$ cat src/sv/assert_macros.svh
// Assertion macros for the file that carries concurrent checks.
`ifndef ASSERT_MACROS_SVH
`define ASSERT_MACROS_SVH

// The consequent must hold in the same cycle as the antecedent.
`define ASSERT_SAME(label, clk, rst, ante, cons, msg) \
  label: assert property (@(posedge clk) disable iff (rst) (ante) |-> (cons)) \
    else $error(msg);

// The consequent must hold in the cycle after the antecedent.
`define ASSERT_NEXT(label, clk, rst, ante, cons, msg) \
  label: assert property (@(posedge clk) disable iff (rst) (ante) |=> (cons)) \
    else $error(msg);

`endif

$ cat src/sv/ssp_pkg.sv
// Package with the types, codes and defaults of the substring position search.
`timescale 1ns / 1ps
`default_nettype none

package ssp_pkg;

  localparam int MAX_PATTERN_DEF = 16;
  localparam int MAX_TEXT_DEF    = 65536;
  localparam int UNIT_BITS_DEF   = 32;

  localparam int CMD_DEPTH = 4;
  localparam int RES_DEPTH = 2;

  localparam int CFG_INDEX_BITS = 1;
  localparam int CFG_DATA_BITS  = 16;

  localparam logic [CFG_INDEX_BITS-1:0] CFG_DIRECTION = 1'd0;
  localparam logic [CFG_INDEX_BITS-1:0] CFG_LIMIT     = 1'd1;

  localparam logic [1:0] ST_OK          = 2'd0;
  localparam logic [1:0] ST_PATTERN_OVF = 2'd1;
  localparam logic [1:0] ST_TEXT_OVF    = 2'd2;

  typedef enum logic [1:0] {
    OP_CLEAR  = 2'd0,
    OP_APPEND = 2'd1,
    OP_TEXT   = 2'd2,
    OP_END    = 2'd3
  } op_t;

  typedef struct packed {
    logic [1:0]  opcode;
    logic [31:0] unit_value;
  } in_item_t;

  typedef struct packed {
    logic        found;
    logic [15:0] match_start;
    logic [1:0]  status;
  } out_item_t;

  // Decoded command handed from the front end to the back end.
  typedef struct packed {
    op_t         op;
    logic [31:0] unit;
  } cmd_t;

endpackage

`default_nettype wire

$ cat src/sv/ssp_fifo.sv
// Small first-in first-out queue built from registers.
`timescale 1ns / 1ps
`default_nettype none

module ssp_fifo #(
  parameter type T     = logic,
  parameter int  DEPTH = 2
) (
  input  wire logic clk,
  input  wire logic rst,
  input  wire logic push,
  output logic      full,
  input  wire T     din,
  input  wire logic pop,
  output logic      empty,
  output T          dout
);

  localparam int IDX_BITS = (DEPTH > 1) ? $clog2(DEPTH) : 1;
  localparam int CNT_BITS = $clog2(DEPTH + 1);

  T                    mem [DEPTH];
  logic [IDX_BITS-1:0] wr_ptr;
  logic [IDX_BITS-1:0] rd_ptr;
  logic [CNT_BITS-1:0] count;
  logic                do_push;
  logic                do_pop;

  function automatic logic [IDX_BITS-1:0] wrap_inc(input logic [IDX_BITS-1:0] ptr);
    return (ptr == IDX_BITS'(DEPTH - 1)) ? '0 : ptr + 1'b1;
  endfunction

  assign full    = (count == CNT_BITS'(DEPTH));
  assign empty   = (count == '0);
  assign do_push = push && !full;
  assign do_pop  = pop && !empty;
  assign dout    = mem[rd_ptr];

  always_ff @(posedge clk) begin
    if (do_push) begin
      mem[wr_ptr] <= din;
    end
  end

  always_ff @(posedge clk) begin
    if (rst) begin
      wr_ptr <= '0;
      rd_ptr <= '0;
      count  <= '0;
    end else begin
      if (do_push) begin
        wr_ptr <= wrap_inc(wr_ptr);
      end
      if (do_pop) begin
        rd_ptr <= wrap_inc(rd_ptr);
      end
      if (do_push && !do_pop) begin
        count <= count + 1'b1;
      end else if (do_pop && !do_push) begin
        count <= count - 1'b1;
      end
    end
  end

endmodule

`default_nettype wire

$ cat src/sv/ssp_front.sv
// Front end: takes input items, decodes them and queues them for the back end.
`timescale 1ns / 1ps
`default_nettype none

module ssp_front
  import ssp_pkg::*;
#(
  parameter int UNIT_BITS = UNIT_BITS_DEF
) (
  input  wire logic     clk,
  input  wire logic     rst,
  input  wire logic     push,
  output logic          full,
  input  wire in_item_t item,
  output logic          cmd_valid,
  input  wire logic     cmd_ready,
  output cmd_t          cmd
);

  localparam logic [31:0] UNIT_MASK = 32'((64'd1 << UNIT_BITS) - 64'd1);

  cmd_t decoded;
  logic queue_empty;

  // Code units are cut to the configured unit width before they are queued.
  always_comb begin
    decoded.op   = op_t'(item.opcode);
    decoded.unit = item.unit_value & UNIT_MASK;
  end

  ssp_fifo #(
    .T     (cmd_t),
    .DEPTH (CMD_DEPTH)
  ) u_cmd_queue (
    .clk   (clk),
    .rst   (rst),
    .push  (push),
    .full  (full),
    .din   (decoded),
    .pop   (cmd_ready),
    .empty (queue_empty),
    .dout  (cmd)
  );

  assign cmd_valid = !queue_empty;

endmodule

`default_nettype wire

$ cat src/sv/ssp_back.sv
// Back end: pattern and text window, parallel comparison and result queue.
`timescale 1ns / 1ps
`default_nettype none

module ssp_back
  import ssp_pkg::*;
#(
  parameter int MAX_PATTERN = MAX_PATTERN_DEF,
  parameter int MAX_TEXT    = MAX_TEXT_DEF,
  parameter int UNIT_BITS   = UNIT_BITS_DEF
) (
  input  wire logic                      clk,
  input  wire logic                      rst,
  input  wire logic                      cfg_write,
  input  wire logic [CFG_INDEX_BITS-1:0] cfg_index,
  input  wire logic [CFG_DATA_BITS-1:0]  cfg_data,
  input  wire logic                      cmd_valid,
  output logic                           cmd_ready,
  input  wire cmd_t                      cmd,
  output logic                           empty,
  input  wire logic                      pop,
  output out_item_t                      result
);

  localparam int PC_BITS = $clog2(MAX_PATTERN + 1);
  localparam int TC_BITS = $clog2(MAX_TEXT + 1);
  localparam int W0      = (PC_BITS > TC_BITS) ? PC_BITS : TC_BITS;
  localparam int W       = (W0 > 16) ? W0 : 16;

  logic                 direction;
  logic [15:0]          limit;

  // pattern[j] holds the unit appended j appends ago, so it lines up with window[j].
  logic [UNIT_BITS-1:0] pattern [MAX_PATTERN];
  logic [PC_BITS-1:0]   pat_count;
  logic                 pat_ovf;
  logic [UNIT_BITS-1:0] window [MAX_PATTERN];
  logic [TC_BITS-1:0]   txt_count;
  logic                 txt_ovf;
  logic                 match_valid;
  logic [15:0]          match_index;

  logic [UNIT_BITS-1:0] unit;
  logic                 exec;
  logic                 res_full;
  logic                 res_push;
  out_item_t            res_item;
  logic [MAX_PATTERN-1:0] lane_hit;
  logic                 hit;
  logic [W-1:0]         tc_inc;
  logic [W-1:0]         pc_ext;
  logic [W-1:0]         start;
  logic                 text_full;
  logic                 record;

  assign unit      = cmd.unit[UNIT_BITS-1:0];
  assign cmd_ready = (cmd.op != OP_END) || !res_full;
  assign exec      = cmd_valid && cmd_ready;
  assign res_push  = exec && (cmd.op == OP_END);

  always_ff @(posedge clk) begin
    if (rst) begin
      direction <= 1'b0;
      limit     <= 16'hFFFF;
    end else if (cfg_write) begin
      case (cfg_index)
        CFG_DIRECTION: direction <= cfg_data[0];
        CFG_LIMIT:     limit     <= cfg_data;
        default:       ;
      endcase
    end
  end

  // Each lane compares one window slot, as it stands after the shift, with
  // the pattern unit that must sit there; lanes beyond the pattern agree.
  always_comb begin
    for (int j = 0; j < MAX_PATTERN; j++) begin
      if (PC_BITS'(j) < pat_count) begin
        lane_hit[j] = ((j == 0) ? unit : window[(j == 0) ? 0 : j - 1]) == pattern[j];
      end else begin
        lane_hit[j] = 1'b1;
      end
    end
  end

  assign hit       = &lane_hit;
  assign text_full = (txt_count >= TC_BITS'(MAX_TEXT));
  assign tc_inc    = W'(txt_count) + W'(1);
  assign pc_ext    = W'(pat_count);
  assign start     = tc_inc - pc_ext;

  always_comb begin
    record = 1'b0;
    if ((pat_count != '0) && (tc_inc >= pc_ext) && hit) begin
      if (!direction) begin
        record = !match_valid;
      end else begin
        record = (start <= W'(limit));
      end
    end
  end

  always_comb begin
    res_item.found       = 1'b0;
    res_item.match_start = '0;
    res_item.status      = ST_OK;
    if (pat_ovf) begin
      res_item.status = ST_PATTERN_OVF;
    end else if (txt_ovf) begin
      res_item.status = ST_TEXT_OVF;
    end else if (direction && (W'(limit) >= W'(txt_count))) begin
      res_item.found = 1'b0;
    end else if (pat_count == '0) begin
      if (txt_count != '0) begin
        res_item.found       = 1'b1;
        res_item.match_start = direction ? limit : 16'd0;
      end
    end else if (match_valid) begin
      res_item.found       = 1'b1;
      res_item.match_start = match_index;
    end
  end

  // Window and pattern slots are only compared once they have been refilled,
  // so they carry no reset.
  always_ff @(posedge clk) begin
    if (exec && (cmd.op == OP_APPEND) && (pat_count < PC_BITS'(MAX_PATTERN))) begin
      for (int j = MAX_PATTERN - 1; j > 0; j--) begin
        pattern[j] <= pattern[j-1];
      end
      pattern[0] <= unit;
    end
    if (exec && (cmd.op == OP_TEXT) && !text_full) begin
      for (int j = MAX_PATTERN - 1; j > 0; j--) begin
        window[j] <= window[j-1];
      end
      window[0] <= unit;
    end
  end

  always_ff @(posedge clk) begin
    if (rst) begin
      pat_count   <= '0;
      pat_ovf     <= 1'b0;
      txt_count   <= '0;
      txt_ovf     <= 1'b0;
      match_valid <= 1'b0;
      match_index <= '0;
    end else if (exec) begin
      unique case (cmd.op)
        OP_CLEAR: begin
          pat_count   <= '0;
          pat_ovf     <= 1'b0;
          txt_count   <= '0;
          txt_ovf     <= 1'b0;
          match_valid <= 1'b0;
          match_index <= '0;
        end
        OP_APPEND: begin
          if (pat_count < PC_BITS'(MAX_PATTERN)) begin
            pat_count <= pat_count + 1'b1;
          end else begin
            pat_ovf <= 1'b1;
          end
        end
        OP_TEXT: begin
          if (text_full) begin
            txt_ovf <= 1'b1;
          end else begin
            txt_count <= tc_inc[TC_BITS-1:0];
            if (record) begin
              match_valid <= 1'b1;
              match_index <= start[15:0];
            end
          end
        end
        OP_END: begin
          txt_count   <= '0;
          txt_ovf     <= 1'b0;
          match_valid <= 1'b0;
          match_index <= '0;
        end
      endcase
    end
  end

  ssp_fifo #(
    .T     (out_item_t),
    .DEPTH (RES_DEPTH)
  ) u_res_queue (
    .clk   (clk),
    .rst   (rst),
    .push  (res_push),
    .full  (res_full),
    .din   (res_item),
    .pop   (pop),
    .empty (empty),
    .dout  (result)
  );

endmodule

`default_nettype wire

$ cat src/sv/substring_position_search.sv
// Top level of the streaming substring position search.
// The block takes one item per clock cycle while not full: each text unit is
// checked against every pattern position at once by a row of comparators in
// the back end, so a text stream runs at one unit a cycle with no iteration.
// Items pass through a four-entry command queue; the result of an end-of-text
// item is registered in the result queue before it reaches the port. An
// end-of-text item waits at the head of the command queue while the two-entry
// result queue is full; the items behind it wait as well, and full rises once
// all four command entries are taken. No clearing pass follows reset.
`timescale 1ns / 1ps
`default_nettype none

`include "assert_macros.svh"

module substring_position_search
  import ssp_pkg::*;
#(
  parameter int MAX_PATTERN = MAX_PATTERN_DEF,
  parameter int MAX_TEXT    = MAX_TEXT_DEF,
  parameter int UNIT_BITS   = UNIT_BITS_DEF
) (
  input  wire logic                      clk,
  input  wire logic                      rst,
  input  wire logic                      push,
  output logic                           full,
  input  wire in_item_t                  item,
  output logic                           empty,
  input  wire logic                      pop,
  output out_item_t                      result,
  input  wire logic                      cfg_write,
  input  wire logic [CFG_INDEX_BITS-1:0] cfg_index,
  input  wire logic [CFG_DATA_BITS-1:0]  cfg_data
);

  logic cmd_valid;
  logic cmd_ready;
  cmd_t cmd;

  ssp_front #(
    .UNIT_BITS (UNIT_BITS)
  ) u_front (
    .clk       (clk),
    .rst       (rst),
    .push      (push),
    .full      (full),
    .item      (item),
    .cmd_valid (cmd_valid),
    .cmd_ready (cmd_ready),
    .cmd       (cmd)
  );

  ssp_back #(
    .MAX_PATTERN (MAX_PATTERN),
    .MAX_TEXT    (MAX_TEXT),
    .UNIT_BITS   (UNIT_BITS)
  ) u_back (
    .clk       (clk),
    .rst       (rst),
    .cfg_write (cfg_write),
    .cfg_index (cfg_index),
    .cfg_data  (cfg_data),
    .cmd_valid (cmd_valid),
    .cmd_ready (cmd_ready),
    .cmd       (cmd),
    .empty     (empty),
    .pop       (pop),
    .result    (result)
  );

  `ASSERT_SAME(a_found_ok, clk, rst, !empty && result.found,
               result.status == ST_OK, "match reported with an error status")
  `ASSERT_SAME(a_miss_zero, clk, rst, !empty && !result.found,
               result.match_start == 16'd0, "start position not zero on a miss")
  `ASSERT_SAME(a_status_code, clk, rst, !empty,
               result.status == ST_OK || result.status == ST_PATTERN_OVF ||
               result.status == ST_TEXT_OVF, "undefined status code")
  `ASSERT_NEXT(a_cmd_held, clk, rst, cmd_valid && !cmd_ready, cmd_valid,
               "stalled command lost from the queue")
  `ASSERT_SAME(a_only_end_stalls, clk, rst, cmd_valid && !cmd_ready, cmd.op == OP_END,
               "back end stalled on an item that gives no result")

endmodule

`default_nettype wire

$ cat config.mk
export PLATFORM = sky130hd
export DESIGN_NAME = substring_position_search
export DESIGN_NICKNAME = d
export VERILOG_FILES = /design/src/sv/ssp_pkg.sv /design/src/sv/ssp_fifo.sv /design/src/sv/ssp_front.sv /design/src/sv/ssp_back.sv /design/src/sv/substring_position_search.sv
export VERILOG_INCLUDE_DIRS = /design/src /design/src/sv
export SDC_FILE = /design/constraint.sdc
export NUM_CORES = 1
export LEC_CHECK = 0
export BUFFER_PORTS_ARGS = -buffer_cell sky130_fd_sc_hd__buf_2
export CAP_MARGIN = 20
export CORE_AREA = 2 2 225 393
export CTS_CLUSTER_SIZE = 20
export DETAILED_ROUTE_END_ITERATION = 16
export DIE_AREA = 0 0 227 395
export GPL_ROUTABILITY_DRIVEN = 0
export PLACE_DENSITY_LB_ADDON = 0.3
export SYNTH_ARGS = -nofsm -noshare
export SYNTH_HDL_FRONTEND = slang
export SYNTH_SLANG_ARGS = --single-unit
$ cat constraint.sdc
create_clock -name clk -period 31.9 [get_ports clk]
set_clock_uncertainty 0.2 [all_clocks]
set_input_delay 3.19 -clock clk [delete_from_list [all_inputs] [get_ports clk]]
set_output_delay 3.19 -clock clk [all_outputs]
set_load 0.01 [all_outputs]
==> results.txt <==
run status: finished, final reports clean
CP Capture Type: flop
post-synth top area share: 74.36%
Worst Max-Slew Pin Slew: 1123 ps
Crit path top cell by count: buf_4
ANT nets after route: 0
CP cell instances: buf_4 > mux4_2 > ha_1 > a21oi_1 > inv_1 > nor2_4 > buf_4 > buf_4 > buf_4 > buf_4
mux contribution to synthesized area: 2.655%
core area: 86600 sq um
Pleak: 17.11 nW
crit-path max FO: 80
largest net degree at the start of global routing: 90
post-synth top area cell: edfxtp_1
CTS tree: yes
ys flop type: edfxtp_1
TritonCTS Buffers: 103
Max-Slew Margin vs Limit: 25.14%
initial antenna violation count: 0
Crit path required time: 31990 ps
Syn Area/Cell: 18.01 sq um
clock sink count: 1238
DR WL/cell: 22.08 um
htree depth: 3
vias: 21.77k
post-synthesis compound-gate area fraction: 1.956%
# rows: 143
Clk Latency, worst-skew pair: 680 ps
maxcap violations: 0
setup_tns: 0 ps
Synth area leaders: edfxtp_1 (74%), xor2_1 (5.2%), xnor2_1 (5.1%)
# resized after CTS: 0
Synth Area in Simple Gates: 5.224%
sequential area share after synthesis: 77.42%
final antenna diode count: 0
Via density: 5.402
adder-cell share of the synthesized area: 1.493%
Overall Power: 4.856 mW
Clock Path Buffers: 3
Synth Net Count: 2725
Syn Inst Count: 2614
Fin. Hold Viols: 0
Final min period: 6583 ps
clock root cell: clkbuf_16
worst hold path class: reg -> reg
Clk pin slew, worst setup/hold paths: 60 ps
WL met3: 3003 um
DP HPWL: 64400 um
Critical Path AT: 6680 ps
DRT Wirelength: 88970 um
nets@finish: 2891
met2 wire len: 50440 um
Post-CTS Hold Fix Bufs: 0
Peak Freq: 151.9 MHz
GRT Residual Overflow: 0
Final Max Slew Viols: 0
Period Utilization, post-route: 20.64%
Seq cells post-synth: 1238
Setup CP Type: reg -> reg
setup violators final: 0
number of synthesized flops with an enable pin: 1166
combinational family with the most area after synthesis: XOR/XNOR gates
die area: 89670 sq um
# fillers: 6213
DRC violations left: 0
first-pass GRT wire length: 132300 um
die width: 227 um
Yosys warning total: 0
M1 WL: 27140 um
Chip Height: 395 um
hold wc startpoint: u_back.window[10][24]
slowest CP cell: buf_4
share of cells above drive strength 1: 11.39%
PwrDens: 92.81 nW/um^2
I/O Buffers: 76
Synth cell types: 67
Startpoint Class: flop
First DRT Iteration DRCs: 1625
total track usage: 20.36%
Synth Area in XOR/XNOR: 10.27%
asr flop ratio synth: 0%
Cell Area, Synth: 47090 sq um
post-CTS setup buffer count: 0
CP peak stage delay: 910 ps
unrepaired setup endpoints after global routing: false
maximum VDD drop: 0.00007040 V
Layout area overhead: 11.13%
top routing layer in use: met4
Starting Density: 54.37%
number of global-route vias before repair: 23.13k
drt pass-1 iters: 5
I/O pin count: 77
-- worst max-delay path: cells and delay by family (launching register included) --
family	cells	cell delay, ps
compound gates	1	490
fa+ha+maj	1	230
buf+inv	6	3970
flops	1	310
mux	1	620
simple gates	1	170
-- Yosys cell counts, types with 6 or more instances --
cell,number
a211o_1,16
a21oi_1,61
and2_1,7
and3_1,19
buf_2,7
clkbuf_1,29
dfxtp_1,72
edfxtp_1,1166
ha_1,53
inv_1,44
mux2_2,19
mux2i_1,33
mux4_2,26
nand2_1,48
nand2b_1,14
nand3_1,21
nand4_1,88
nor2_1,60
nor2b_1,11
nor3_1,54
nor4_1,91
o21a_1,8
o21ai_0,30
or2b_1,7
or3_1,6
xnor2_1,273
xor2_1,277
-- cell families (layout without fill, tap and decap cells) --
| logic type | after synthesis | in the layout |
|---|---|---|
| flip-flops | 1238 | 1238 |
| XOR/XNOR | 551 | 551 |
| buffers and inverters | 96 | 352 |
| AO/OA/AOI/OAI | 149 | 149 |
| adder cells (fa/ha/maj) | 55 | 55 |
| AND/OR/NAND/NOR | 442 | 442 |
| multiplexers | 83 | 83 |
-- final timing paths --
check                                end  slack (ps)  depth (start not counted)
hold / removal     u_back.window[11][24]         270                          0
setup reg to reg  u_back.pattern[1][232]       25320                         10
setup / recovery  u_back.pattern[1][232]       25320                         10
hold reg to reg    u_back.window[11][24]         270                          0
-- state kept, by name, indices dropped and copies added, names as in the netlist, 2 cells and up, named ones only --
name                        flops
u_back.pattern                512
u_front.u_cmd_queue.wr_ptr      2
u_back.match_index             16
u_front.u_cmd_queue.mem       136
u_back.txt_count               17
u_back.limit                   16
u_back.u_res_queue.mem         38
u_front.u_cmd_queue.rd_ptr      2
u_back.pat_count                5
u_back.window                 480
u_front.u_cmd_queue.count       3
u_back.u_res_queue.count        2
-- final cells by class --
type / instances / area, sq um / share of cell area, %
timing repair buffer: 111 / 700.7 / 1.339
clock inverter: 59 / 559.3 / 1.069
inverter: 46 / 172.7 / 0.3300
sequential: 1238 / 36460 / 69.67
multi-input combinational: 1280 / 10190 / 19.48
tap: 1160 / 1451 / 2.774
clock buffer: 136 / 2794 / 5.339
-- per-layer routing --
layer | up-vias | track usage (%)
met5 | - | 0
met4 | 0 | 17.53
met3 | 242 | 2.615
met2 | 554 | 38.99
met1 | 10692 | 18.18
li1 | 10284 | -
-- power by group --
part           leakage, nW  internal [mW]  switching [mW]
registers             11.3           2.41           0.248
logic                 4.18          0.327           0.643
clock network         1.64          0.686           0.542
total                 17.1           3.42            1.43
-- cell usage in the layout (no fill, tap or decap), types with 6 or more instances in the layout --
cell	n
o21a_1	8
o21ai_0	30
buf_4	30
nand3_1	21
mux2_2	19
clkinv_2	23
xor2_1	277
bufinv_16	8
and2_1	7
nand4_1	88
nor2b_1	10
nor4_1	91
or2b_1	7
mux2i_1	33
edfxtp_1	1166
a21oi_1	61
nand2_1	48
clkbuf_1	26
inv_1	44
xnor2_1	273
dfxtp_1	70
a211o_1	16
or3_1	6
clkbuf_16	105
buf_2	77
and3_1	19
nor2_1	58
mux4_2	26
ha_1	53
nor3_1	54
clkinv_1	16
nand2b_1	14
-- metrics by stage --
step,cell area (sq um),worst slack [ps],hold slack (ps),util (%),cells
6_report,52330,25320,266.2,60.43,4030
3_5_place_dp,48890,24970,254.9,56.45,3830
4_1_cts,52240,24970,264.6,60.32,4025
5_1_grt,52330,24780,273.2,60.43,4030
3_3_place_gp,48860,25170,250.3,56.43,3828
2_1_floorplan,47090,7120,247.3,-,2614
No activity file was read; power rests on OpenSTA's default activity.
